**src/uqpd_pkg.sv**
```systemverilog
// Shared constants, types and helper function of the URL query parameter decoder.
package uqpd_pkg;

  localparam logic [7:0] CH_PERCENT = 8'h25;
  localparam logic [7:0] CH_PLUS    = 8'h2B;
  localparam logic [7:0] CH_AMP     = 8'h26;
  localparam logic [7:0] CH_EQUALS  = 8'h3D;
  localparam logic [7:0] CH_SPACE   = 8'h20;

  localparam logic [4:0] NOT_HEX = 5'd16;

  localparam logic [7:0] NAME_CAP_RESET  = 8'd31;
  localparam logic [7:0] VALUE_CAP_RESET = 8'd63;

  localparam logic CFG_NAME_CAP  = 1'b0;
  localparam logic CFG_VALUE_CAP = 1'b1;

  localparam logic [2:0] STATUS_OK      = 3'd0;
  localparam logic [2:0] STATUS_NO_PAIR = 3'd4;

  typedef struct packed {
    logic [7:0] decoded_char;
    logic       in_value;
    logic       pair_end;
    logic [2:0] pair_status;
  } res_t;

  function automatic logic [4:0] hex_value(input logic [7:0] b);
    logic [4:0] v;
    v = NOT_HEX;
    if (b >= 8'h30 && b <= 8'h39) begin
      v = 5'(b - 8'h30);
    end else if (b >= 8'h41 && b <= 8'h46) begin
      v = 5'(b - 8'h41 + 8'd10);
    end else if (b >= 8'h61 && b <= 8'h66) begin
      v = 5'(b - 8'h61 + 8'd10);
    end
    return v;
  endfunction

endpackage

```
**src/uqpd_core.sv**
```systemverilog
// Per-byte decoding logic and pair state of the URL query parameter decoder.
module uqpd_core (
  input  logic            clk,
  input  logic            rst_n,
  input  logic            in_fire,
  input  logic [7:0]      text_byte,
  input  logic            end_of_text,
  input  logic [7:0]      name_cap,
  input  logic [7:0]      value_cap,
  output logic            res_valid,
  output uqpd_pkg::res_t  res
);

  typedef enum logic [1:0] {
    HEX_IDLE,
    HEX_FIRST,
    HEX_SECOND
  } hex_stage_t;

  hex_stage_t hex_stage_r, hex_stage_nxt;
  logic       value_phase_r, value_phase_nxt;
  logic [7:0] first_hex_r, first_hex_nxt;
  logic [7:0] name_count_r, name_count_nxt;
  logic [7:0] value_count_r, value_count_nxt;
  logic [1:0] ovf_r, ovf_nxt;
  logic       pair_open_r, pair_open_nxt;

  logic       emit_c;
  logic [7:0] char_c;
  logic [4:0] d1_c;
  logic [4:0] d2_c;

  always_comb begin
    hex_stage_nxt   = hex_stage_r;
    value_phase_nxt = value_phase_r;
    first_hex_nxt   = first_hex_r;
    name_count_nxt  = name_count_r;
    value_count_nxt = value_count_r;
    ovf_nxt         = ovf_r;
    pair_open_nxt   = pair_open_r;
    res_valid       = 1'b0;
    res             = '0;
    emit_c          = 1'b0;
    char_c          = text_byte;
    d1_c            = uqpd_pkg::hex_value(first_hex_r);
    d2_c            = uqpd_pkg::hex_value(text_byte);

    if (in_fire) begin
      if (end_of_text) begin
        res_valid       = 1'b1;
        res.pair_end    = 1'b1;
        res.pair_status = pair_open_r ? {1'b0, ovf_r} : uqpd_pkg::STATUS_NO_PAIR;
        hex_stage_nxt   = HEX_IDLE;
        value_phase_nxt = 1'b0;
        first_hex_nxt   = '0;
        name_count_nxt  = '0;
        value_count_nxt = '0;
        ovf_nxt         = '0;
        pair_open_nxt   = 1'b0;
      end else begin
        pair_open_nxt = 1'b1;
        unique case (hex_stage_r)
          HEX_FIRST: begin
            first_hex_nxt = text_byte;
            hex_stage_nxt = HEX_SECOND;
          end
          HEX_SECOND: begin
            hex_stage_nxt = HEX_IDLE;
            emit_c        = 1'b1;
            if (d1_c == uqpd_pkg::NOT_HEX) begin
              char_c = '0;
            end else if (d2_c == uqpd_pkg::NOT_HEX) begin
              char_c = {4'd0, d1_c[3:0]};
            end else begin
              char_c = {d1_c[3:0], d2_c[3:0]};
            end
          end
          default: begin
            hex_stage_nxt = HEX_IDLE;
            if (text_byte == uqpd_pkg::CH_AMP) begin
              res_valid       = 1'b1;
              res.pair_end    = 1'b1;
              res.pair_status = {1'b0, ovf_r};
              value_phase_nxt = 1'b0;
              first_hex_nxt   = '0;
              name_count_nxt  = '0;
              value_count_nxt = '0;
              ovf_nxt         = '0;
              pair_open_nxt   = 1'b0;
            end else if (text_byte == uqpd_pkg::CH_PERCENT) begin
              hex_stage_nxt = HEX_FIRST;
            end else if (text_byte == uqpd_pkg::CH_EQUALS && !value_phase_r) begin
              value_phase_nxt = 1'b1;
            end else begin
              emit_c = 1'b1;
              char_c = (text_byte == uqpd_pkg::CH_PLUS) ? uqpd_pkg::CH_SPACE : text_byte;
            end
          end
        endcase

        if (emit_c) begin
          if (value_phase_r) begin
            if (value_count_r < value_cap) begin
              value_count_nxt  = value_count_r + 8'd1;
              res_valid        = 1'b1;
              res.decoded_char = char_c;
              res.in_value     = 1'b1;
            end else begin
              ovf_nxt[1] = 1'b1;
            end
          end else begin
            if (name_count_r < name_cap) begin
              name_count_nxt   = name_count_r + 8'd1;
              res_valid        = 1'b1;
              res.decoded_char = char_c;
              res.in_value     = 1'b0;
            end else begin
              ovf_nxt[0] = 1'b1;
            end
          end
        end
      end
    end
  end

  always_ff @(posedge clk) begin
    if (!rst_n) begin
      hex_stage_r   <= HEX_IDLE;
      value_phase_r <= 1'b0;
      first_hex_r   <= '0;
      name_count_r  <= '0;
      value_count_r <= '0;
      ovf_r         <= '0;
      pair_open_r   <= 1'b0;
    end else begin
      hex_stage_r   <= hex_stage_nxt;
      value_phase_r <= value_phase_nxt;
      first_hex_r   <= first_hex_nxt;
      name_count_r  <= name_count_nxt;
      value_count_r <= value_count_nxt;
      ovf_r         <= ovf_nxt;
      pair_open_r   <= pair_open_nxt;
    end
  end

  a_eot_clears: assert property (@(posedge clk) disable iff (!rst_n)
    (in_fire && end_of_text) |=>
      (!pair_open_r && name_count_r == 8'd0 && value_count_r == 8'd0 && ovf_r == 2'd0))
    else $error("Pair state not cleared after end of text.");

  a_end_fields: assert property (@(posedge clk) disable iff (!rst_n)
    (res_valid && res.pair_end) |-> (res.decoded_char == 8'd0 && !res.in_value))
    else $error("Pair end carries character fields.");

  a_char_status: assert property (@(posedge clk) disable iff (!rst_n)
    (res_valid && !res.pair_end) |-> (res.pair_status == uqpd_pkg::STATUS_OK))
    else $error("Character result carries a status.");

  a_escape_silent: assert property (@(posedge clk) disable iff (!rst_n)
    (in_fire && !end_of_text && hex_stage_r == HEX_FIRST) |-> !res_valid)
    else $error("First escape digit produced a result.");

endmodule

```
**src/uqpd_outbuf.sv**
```systemverilog
// Two-entry result buffer that lets the decoder accept a byte while a result waits.
module uqpd_outbuf (
  input  logic            clk,
  input  logic            rst_n,
  input  logic            push,
  input  uqpd_pkg::res_t  push_data,
  output logic            can_accept,
  output logic            out_valid,
  input  logic            out_ready,
  output uqpd_pkg::res_t  out_data
);

  logic           head_valid_r;
  logic           skid_valid_r;
  uqpd_pkg::res_t head_r;
  uqpd_pkg::res_t skid_r;
  logic           pop;

  assign pop        = head_valid_r && out_ready;
  assign can_accept = !skid_valid_r;
  assign out_valid  = head_valid_r;
  assign out_data   = head_r;

  always_ff @(posedge clk) begin
    if (!rst_n) begin
      head_valid_r <= 1'b0;
      skid_valid_r <= 1'b0;
    end else if (head_valid_r && !pop) begin
      if (push) begin
        skid_valid_r <= 1'b1;
        skid_r       <= push_data;
      end
    end else if (skid_valid_r) begin
      head_valid_r <= 1'b1;
      head_r       <= skid_r;
      skid_valid_r <= 1'b0;
    end else begin
      head_valid_r <= push;
      head_r       <= push_data;
    end
  end

  a_skid_behind_head: assert property (@(posedge clk) disable iff (!rst_n)
    skid_valid_r |-> head_valid_r)
    else $error("Skid entry held without a head entry.");

  a_no_push_when_full: assert property (@(posedge clk) disable iff (!rst_n)
    skid_valid_r |-> !push)
    else $error("Result pushed into a full buffer.");

  a_skid_moves_up: assert property (@(posedge clk) disable iff (!rst_n)
    (skid_valid_r && pop) |=> (head_valid_r && !skid_valid_r))
    else $error("Skid entry not moved to the head.");

endmodule

```
**src/url_query_param_decoder.sv**
```systemverilog
// Top level of the URL query parameter decoder.
// The decoder takes one query-string byte per cycle unless stalled and, for each
// transaction that yields a result, presents it from the buffer's head register; a
// byte passes through combinational per-byte logic to the result register, and a
// two-entry result buffer keeps input accepted at one byte per clock while a result
// waits. Input stalls only when both buffer entries are full. The capacities reset to
// 31 name and 63 value characters and are written through cfg index 0 and 1; the
// user must do so only while no transaction is in flight; no check enforces this.
module url_query_param_decoder (
  input  logic       clk,
  input  logic       rst_n,
  input  logic       in_valid,
  output logic       in_ready,
  input  logic [7:0] in_text_byte,
  input  logic       in_end_of_text,
  output logic       out_valid,
  input  logic       out_ready,
  output logic [7:0] out_decoded_char,
  output logic       out_in_value,
  output logic       out_pair_end,
  output logic [2:0] out_pair_status,
  input  logic       cfg_we,
  input  logic       cfg_index,
  input  logic [7:0] cfg_wdata
);

  logic [7:0]     name_cap_r;
  logic [7:0]     value_cap_r;
  logic           in_fire;
  logic           res_valid;
  uqpd_pkg::res_t res;
  uqpd_pkg::res_t out_res;

  assign in_fire = in_valid && in_ready;

  always_ff @(posedge clk) begin
    if (!rst_n) begin
      name_cap_r  <= uqpd_pkg::NAME_CAP_RESET;
      value_cap_r <= uqpd_pkg::VALUE_CAP_RESET;
    end else if (cfg_we) begin
      unique case (cfg_index)
        uqpd_pkg::CFG_NAME_CAP:  name_cap_r  <= cfg_wdata;
        uqpd_pkg::CFG_VALUE_CAP: value_cap_r <= cfg_wdata;
        default: ;
      endcase
    end
  end

  uqpd_core u_core (
    .clk         (clk),
    .rst_n       (rst_n),
    .in_fire     (in_fire),
    .text_byte   (in_text_byte),
    .end_of_text (in_end_of_text),
    .name_cap    (name_cap_r),
    .value_cap   (value_cap_r),
    .res_valid   (res_valid),
    .res         (res)
  );

  uqpd_outbuf u_outbuf (
    .clk        (clk),
    .rst_n      (rst_n),
    .push       (res_valid),
    .push_data  (res),
    .can_accept (in_ready),
    .out_valid  (out_valid),
    .out_ready  (out_ready),
    .out_data   (out_res)
  );

  assign out_decoded_char = out_res.decoded_char;
  assign out_in_value     = out_res.in_value;
  assign out_pair_end     = out_res.pair_end;
  assign out_pair_status  = out_res.pair_status;

endmodule

```
**config.mk**
```make
export PLATFORM = sky130hd
export DESIGN_NAME = url_query_param_decoder
export DESIGN_NICKNAME = d
export VERILOG_FILES = /design/src/uqpd_pkg.sv /design/src/uqpd_core.sv /design/src/uqpd_outbuf.sv /design/src/url_query_param_decoder.sv
export SDC_FILE = /design/constraint.sdc
export NUM_CORES = 1
export LEC_CHECK = 0
export ABC_CLOCK_PERIOD_IN_PS = 2710
export BUFFER_PORTS_ARGS = -buffer_cell sky130_fd_sc_hd__buf_2
export CORE_MARGIN = 8
export CORE_UTILIZATION = 50
export DETAILED_ROUTE_END_ITERATION = 8
export MAX_ROUTING_LAYER = met4
export PLACE_DENSITY = 0.74
export SLEW_MARGIN = 10
export SYNTH_ARGS = -nofsm -noshare
export SYNTH_HDL_FRONTEND = slang
export SYNTH_SLANG_ARGS = --single-unit
```
**constraint.sdc**
```tcl
create_clock -name clk -period 2.71 [get_ports clk]
set_input_delay 0.542 -clock clk [delete_from_list [all_inputs] [get_ports clk]]
set_output_delay 0.542 -clock clk [all_outputs]
set_load 0.05 [all_outputs]
```
---- Word-level counts from Yosys, hierarchy flattened ----
Cells that the tools add are included.
Widths: inputs -> output; s select.
word-level totals
  logic and storage cells ................. 155
  output and inout port bits .............. 15
  input bits .............................. 23
  register bits after elaboration ......... 74
operators by class
  magnitude comparators ................... 14
  reduce and logical (&&, ||, !) cells .... 23
  $add $sub $neg .......................... 12
  bitwise gates (word level) .............. 2
  equal/unequal tests ..................... 11
  mux-type cells .......................... 74
operators by type and width
  cell                 count
  $mux 8               20
  $mux 9               5
  $eq 8x6->1 const B   4
  $ge 8x7->1 const B   4
  $le 8x7->1 const B   4
  $pmux 8 s2           2
  $mux 5               6
  $mux 1               27
  $mux 13              2
  $add 5x4->5 const B  4
  $sub 5x1->5 const B  4
  $add 8x1->8 const B  2
  $ge 8x6->1 const B   2
  $le 8x6->1 const B   2
  $lt 8x8->1           2
  $mux 2               6
  $mux 4               3
  $eq 5x5->1 const B   2
  $logic_and 1x1->1    10
  $sub 5x5->5 const B  2
  $reduce_and 2->1     4
  $reduce_and 3->1     2
  $reduce_bool 3->1    2
  $pmux 2 s2           1
  other kinds (11)     14

---- Logic depth before layout (Yosys ltp) ----
Gate-level depths: netlist of the first run.
  depth after elaboration ................. 15
  gate-level depth with buffers ........... 9

---- Hierarchy ----
Synthesis of the first run repeated with hierarchy kept, for this count alone.
second synthesis, totals
  cell total of the unflattened synthesis .. 471
  area total of the unflattened synthesis .. 4,411.7 µm²
modules (own cells, without submodules)
  module                   cells an instance  area each (µm²)  sequential area each (µm²)  instances
  uqpd_core                349                2,671.3          600.6                       1
  uqpd_outbuf              51                 1,071.0          820.8                       1
  url_query_param_decoder  71                 669.4            320.3                       1

---- Worst setup path after synthesis of the first run ----
No wires, ideal clock.
  path type ............................... input-to-reg
  start point ............................. in in_text_byte[0]
  end point ............................... reg u_outbuf.skid_r[0] (netlist name), enable pin
  data arrival time ....................... 2,530 ps
  setup slack ............................. -219 ps
  stages .................................. 7
  buffers on the path ..................... 1
  library setup time ...................... 400 ps
  path through ............................ inv_1 -> ha_1 -> clkbuf_1 -> o211ai_1 -> a31o_4 -> a21oi_1 -> nor3_1
between the ends
  word-level cells in the longest chain between the ends .. 12
  elaborated cells between the ends (all ways) .. 19
  those cells by class .................... 3 x eq/ne; 14 x mux; 2 x reduce/logical
RTL lines
  item                          line                           text
  from (decl)                   url_query_param_decoder.sv:14  input logic [7:0] in_text_byte,
  $eq 8x6->1                    uqpd_core.sv:92                end else if (text_byte == uqpd_pkg::CH_EQUALS && !value_phase_r) begin
  $logic_and 1x1->1             uqpd_core.sv:92
  $mux 1                        uqpd_core.sv:92
  $mux 1                        uqpd_core.sv:90                end else if (text_byte == uqpd_pkg::CH_PERCENT) begin
  $mux 1                        uqpd_core.sv:80                if (text_byte == uqpd_pkg::CH_AMP) begin
  $pmux 1 s2                    uqpd_core.sv:62                unique case (hex_stage_r)
  $mux 1                        uqpd_core.sv:49                if (end_of_text) begin
  $mux 1                        uqpd_core.sv:48                if (in_fire) begin
  $mux 1 *                      uqpd_core.sv:101               if (emit_c) begin
  $mux 1 *                      uqpd_core.sv:49
  $mux 1 *                      uqpd_core.sv:48
  $reduce_and 3->1 (no line) *  -
  to (signal assigned)          uqpd_outbuf.sv:31              skid_r <= push_data;
  to (decl)                     uqpd_outbuf.sv:16              uqpd_pkg::res_t skid_r;
Every way passes the cells marked *; elsewhere a longest branch is shown, timed or not. The select of a mux whose other input is x is not followed.
A chain may end at the register's enable or synchronous reset.

---- Final worst setup path of the first run ----
  start point ............................. reg value_cap_r[7]
  end point ............................... reg u_outbuf.skid_r[9] (netlist name), enable pin
between the ends
  word-level cells in the longest chain between the ends .. 7
RTL lines
  item                        line                           text
  from (decl)                 url_query_param_decoder.sv:28  logic [7:0] value_cap_r;
  from (signal assigned)      url_query_param_decoder.sv:39  value_cap_r <= uqpd_pkg::VALUE_CAP_RESET;
  from (signal assigned)      url_query_param_decoder.sv:43  uqpd_pkg::CFG_VALUE_CAP: value_cap_r <= cfg_wdata;
  $lt 8x8->1                  uqpd_core.sv:103               if (value_count_r < value_cap) begin
  $mux 1                      uqpd_core.sv:103
  $mux 1                      uqpd_core.sv:102               if (value_phase_r) begin
  $mux 1                      uqpd_core.sv:101
  $mux 1                      uqpd_core.sv:49
  $mux 1                      uqpd_core.sv:48
  $reduce_and 3->1 (no line)  -
Every way passes these cells.

==> impl_results.md, run 1 <==
- Outcome: finished clean
- Drt total wl: 10.61 mm
- Area contributors post-synth: dfxtp_1 23%, edfxtp_1 19%, ha_1 7.5%
- Layout Cells excl Fill: 658
- Overflow after GRT: 0
- ANT cells: 0
- Syn Inst Count: 466
- Worst reg2reg setup slack: 200 ps
- Die Height: 107.6 µm
- Max Slew Vio Count: 0
- Top cells by count, synth: 75 x nand2_1, 48 x dfxtp_1, 28 x inv_1, 26 x edfxtp_1, 25 x ha_1
- Worst Skew: 17.07 ps
- Minimum clock period: 2508 ps
- Post-Syn Nets: 514
- First-pass GRT wire length: 17.53 mm
- Most common cell in the synthesized netlist: nand2_1
- DR vias: 3810
- Initial Util: 0.5133
- Critical path class: reg2reg
- CP arrival: 2480 ps
- Max IR drop VDD: 0.2385 mV
- Hold Violations, Final: 0
- Hold path depth: 3
- Headroom to the max-slew limit: 0.5143
- Row count: 33
- Worst-path clk slew: 80 ps
- Synth async-reset ratio: 0
- Design Area, Final: 5050 µm²
- Distinct cells, synth: 70
- 1st-pass router iterations: 5
- Root Driver: clkbuf_8
- Max-cap viol count: 0
- Clk sinks: 74
- Area post-placement: 4847 µm²
- RePlAce Congestion: 0.9776
- Yosys warnings: 0
- Worst Path Max Fanout: 13
- P_leak: 2.173 nW
- Average size of a mapped cell: 9.005 µm²
- DP HPWL: 8.221 mm
- Iteration-0 DRC Markers: 242
- I/O Buffers: 37
- # setup viols final: 0
- Number of synthesized flops with an enable pin: 26
- Synth area leader: dfxtp_1
- CTS max path bufs: 2
- Synthesized area: 4197 µm²
- Synth Flop Type: dfxtp_1
- Final #Nets: 596
- Vias in the first global route: 3564
- Initial antenna violation count: 0
- Placed cells: 642
- Post-synthesis sequential area ratio: 0.4150
- Largest net degree at the start of global routing: 26
- Share of cells above drive strength 1: 0.2224
- RSZ-0062 raised after global routing: no
- DR WL/cell: 16.13 µm
- Die Wd: 107.6 µm
- # IOs: 38
- DRC: 0
- CTS tree: yes
- CP required: 2680 ps
- Area growth syn-to-layout: 20.33%
- PD cells: 472.2 nW/µm²
- Synth Register Bits: 74
- Final Power: 0.002385 W
- Worst min-delay path class: in2reg
- DRT antenna net count: 0
- # hold bufs at CTS: 0
- Core Area: 8175 µm²
- Critical Path End Type: flop
- Clock latency at the later pin of the worst-skew pair: 350 ps
- # H-tree levels: 3
- Hold Slack: 430.2 ps
- Fin crit share: 0.9253
- DIE AREA: 11580 µm²
- CP Launch Type: flop
- Area share of the largest cell type after synthesis: 0.2290
- Tightest Pin Transition: 727.2 ps
- Max Clk Rate: 398.8 MHz
- Total GRT Usage: 0.1933
- FF-to-FF path depth: 7
- DR vias/cell: 5.790
- Number of CTS-inserted buffers: 9
[flip-flops by register name, summed over array words and instances (netlist names)]
register and count:
u_outbuf.out_data 13, u_outbuf.skid_r 13, name_cap_r 8, u_core.first_hex_r 8, u_core.name_count_r 8, u_core.value_count_r 8, value_cap_r 8, u_core.hex_stage_r 2
u_core.ovf_r 2, u_core.pair_open_r 1, u_core.value_phase_r 1, u_outbuf.out_valid 1, u_outbuf.skid_valid_r 1
[cells in the final DEF (no fill, tap or decap), types with 6 or more instances in the layout]
cell       n
a22oi_1    6
nand2b_1   6
nand2_1   75
buf_4     55
edfxtp_1  26
nand3_1   23
buf_2     37
a21boi_0  16
a21oi_1   16
a21o_1     7
inv_1     28
nor4b_1    6
dfxtp_1   48
nor2b_1   11
clkbuf_8   9
nor3_1     7
nor2_1    17
o211ai_1  17
ha_1      25
o21ai_0   18
and2_1     6
[layer usage]
metal / up-vias / part of all wire / routed length, µm / global-route usage
li1: 1879 / - / - / -
met1: 1820 / 0.48 / 5060 / 0.2568
met2: 99 / 0.46 / 4904 / 0.2956
met3: 12 / 0.050 / 532 / 0.03293
met4: 0 / 0.011 / 117 / 0.05352
met5: - / 0 / 0 / -
[final cells by class]
type                       count  area, µm²
inverter                      29      108.9
multi-input combinational    342       2273
sequential                    74       1742
clock inverter                 5      43.79
clock buffer                  11      152.6
tap                          105      131.4
timing repair buffer          92      598.1
fill                         701       3126
[per-stage QoR]
| step | utilization | setup TNS (ps) | setup slack [ps] |
|---|---|---|---|
| after floorplan | - | 0 | 168.4 |
| final | 0.6177 | 0 | 202.4 |
| after global placement | 0.5929 | -1685 | -169.7 |
| after detailed placement | 0.5929 | -932.9 | -101.6 |
| after CTS | 0.6177 | 0 | 178.3 |
| after global routing | 0.6177 | 0 | 27.90 |
[logic make-up (layout without fill, tap and decap cells)]
logic type	after synthesis	count (layout)	share of synthesized area
and+or+nand+nor	178	178	0.2177
DFF	74	74	0.4150
adders and majority gates	25	25	0.07454
buffers and inverters	50	137	0.04591
AOI/OAI and AO/OA	137	137	0.2427
xor gates and xnor gates	2	2	0.004175
[power breakdown]
group | leakage (nW) | internal [W] | switching, W
clock | 0.101 | 0.000402 | 0.000446
sequential | 0.644 | 0.00119 | 0.0000198
combinational | 1.43 | 0.000119 | 0.000208
total | 2.17 | 0.00171 | 0.000673
[critical path: stages, from the launching register on]
cell and delay (ps):
dfxtp_1 340, inv_1 50, ha_1 280, a211oi_1 270
o221a_2 260, a2bb2oi_1 220, a21oi_1 150, nor3_4 570
[repair_timing]
item | 4_1_cts | 5_1_grt
setup endpoints to repair | 13 | 0
resized for setup | 1 | 0
setup buffers | 0 | 0
[final timing paths]
path,startpoint,endpoint
min reg2reg,u_core.ovf_r[0],u_core.ovf_r[0]
max,value_cap_r[7],u_outbuf.skid_r[9]
min,cfg_wdata[0],value_cap_r[0]
max reg2reg,value_cap_r[7],u_outbuf.skid_r[9]
Note: power is estimated with default switching activity, not from simulation.
==> inputs of run 2 (changes only) <==
--- a/config.mk
+++ b/config.mk
@@ -7,11 +7,11 @@
 export LEC_CHECK = 0
 export ABC_CLOCK_PERIOD_IN_PS = 2710
 export BUFFER_PORTS_ARGS = -buffer_cell sky130_fd_sc_hd__buf_2
+export CORE_ASPECT_RATIO = 1.1
 export CORE_MARGIN = 8
 export CORE_UTILIZATION = 50
 export DETAILED_ROUTE_END_ITERATION = 8
-export MAX_ROUTING_LAYER = met4
-export PLACE_DENSITY = 0.74
+export PLACE_DENSITY = 0.73
 export SLEW_MARGIN = 10
 export SYNTH_ARGS = -nofsm -noshare
 export SYNTH_HDL_FRONTEND = slang
==> run 2 against run 1 <==
Sequential share of layout area rose by 0.17 points. Die area barely moved. Critical path depth is 1 lower. Wire length is 5.7% lower.
==> impl_results.md, run 2 (synthesis gave the netlist of run 1 again) <==
- Total GRT Usage: 0.1805
- Iteration-0 DRC Markers: 256
- Initial antenna violation count: 0
- # IOs: 38
- DR vias: 3723
- Number of CTS-inserted buffers: 9
- DIE AREA: 11580 µm²
- RePlAce Congestion: 0.9652
- Critical Path End Type: flop
- CP required: 2700 ps
- Fill count: 730
- Worst-path clk slew: 80 ps
- DRT antenna net count: 0
- Worst min-delay path class: in2reg
- Area post-placement: 4807 µm²
- CP arrival: 2450 ps
- Hold Violations, Final: 0
- CTS max path bufs: 2
- 1st-pass router iterations: 4
- Design Area, Final: 5025 µm²
- Overflow after GRT: 0
- Worst Skew: 9.328 ps
- Max IR drop VDD: 0.2706 mV
- Most common cell after layout, fill and taps aside: nand2_1
- Drt total wl: 10.01 mm
- Commonest non-fill, non-tap cells in the layout: 75 x nand2_1, 48 x dfxtp_1, 46 x buf_4
- Reg area: 1742 µm²
- Clk sinks: 74
- DP HPWL: 7.791 mm
- DR vias/cell: 5.675
- Pre-CTS setup slack: -110.9 ps
- P_leak: 2.145 nW
- Hold Slack: 434.4 ps
- Setup WS post-layout: 245.7 ps
- Clock latency at the later pin of the worst-skew pair: 360 ps
- Die Height: 112.1 µm
- First-pass GRT wire length: 16.81 mm
- Initial Util: 0.5070
- Multi-input logic area: 2273 µm²
- Post-layout util: 0.6071
- Minimum clock period: 2464 ps
- Root Driver: clkbuf_8
- Tightest Pin Transition: 714.5 ps
- Outcome: finished clean
- Max Clk Rate: 405.8 MHz
- Core Area: 8277 µm²
- Critical path class: reg2reg
- ANT cells: 0
- Headroom to the max-slew limit: 0.5227
- CTS tree: yes
- Final #Nets: 588
- Post-CTS Resized: 1
- Max-cap viol count: 0
- CP Launch Type: flop
- # H-tree levels: 3
- Fin crit share: 0.9093
- Area growth syn-to-layout: 19.74%
- # hold bufs at CTS: 0
- Die Wd: 103.4 µm
- Final Power: 0.002432 W
- Vias in the first global route: 3594
- Row count: 35
- I/O Buffers: 37
- RSZ-0062 raised after global routing: no
- # setup viols final: 0
- PD cells: 484.0 nW/µm²
- DRC: 0
- Max Slew Vio Count: 0
- Largest net degree at the start of global routing: 26
- Postcts setup bufs: 0
- DR WL/cell: 15.26 µm
- Worst Path Max Fanout: 13
- Share of cells above drive strength 1: 0.2110
## run 2: cell count changes in the layout (fill, tap and decap cells not counted)
cell	change
buf_4	-9
buf_12	+1
bufinv_16	+1
clkinv_2	+1
clkinv_4	-1
inv_8	-1
## run 2: layer usage
| metal | vias to the layer above | global-route usage | share of wire |
|---|---|---|---|
| met2 | 95 | 0.2855 | 0.47 |
| met3 | 15 | 0.03653 | 0.050 |
| li1 | 1866 | - | - |
| met4 | 0 | 0.07923 | 0.019 |
| met1 | 1747 | 0.2293 | 0.46 |
| met5 | - | 0 | 0 |
## run 2: path summary, 6_finish.rpt
path                                               from               endpoint  slack, ps  depth (start not counted)
worst max-delay path            u_core.value_count_r[7]     u_outbuf.skid_r[5]        250                          6
worst min-delay path                       cfg_wdata[2]          name_cap_r[2]        430                          3
worst max register to register  u_core.value_count_r[7]     u_outbuf.skid_r[5]        250                          6
worst min register to register    u_core.first_hex_r[5]  u_core.first_hex_r[5]        460                          2
## run 2: stage by stage
step           instances  TNS (ps)
2_1_floorplan        466         0
3_3_place_gp         640    -463.4
3_5_place_dp         640     -1437
4_1_cts              656         0
5_1_grt              656         0
6_report             656         0
## run 2: layout make-up
type	instances	share of cell area
Clock inverter	5	0.01170
Multi-Input combinational cell	342	0.4524
Sequential cell	74	0.3466
Inverter	29	0.02166
Clock buffer	11	0.03038
Tap cell	111	0.02764
Timing Repair Buffer	84	0.1096
## run 2: worst max-delay path, stage by stage (launching register included)
cell and delay [ps]:
dfxtp_1 350, ha_1 310, a211oi_1 250, o221a_2 230, a2bb2oi_1 230, a21oi_1 160, nor3_4 560
## run 2: power breakdown
| part | switching, W | internal (W) |
|---|---|---|
| logic | 0.000203 | 0.000117 |
| clock network | 0.000417 | 0.000485 |
| registers | 0.0000204 | 0.00119 |
| total | 0.000640 | 0.00179 |
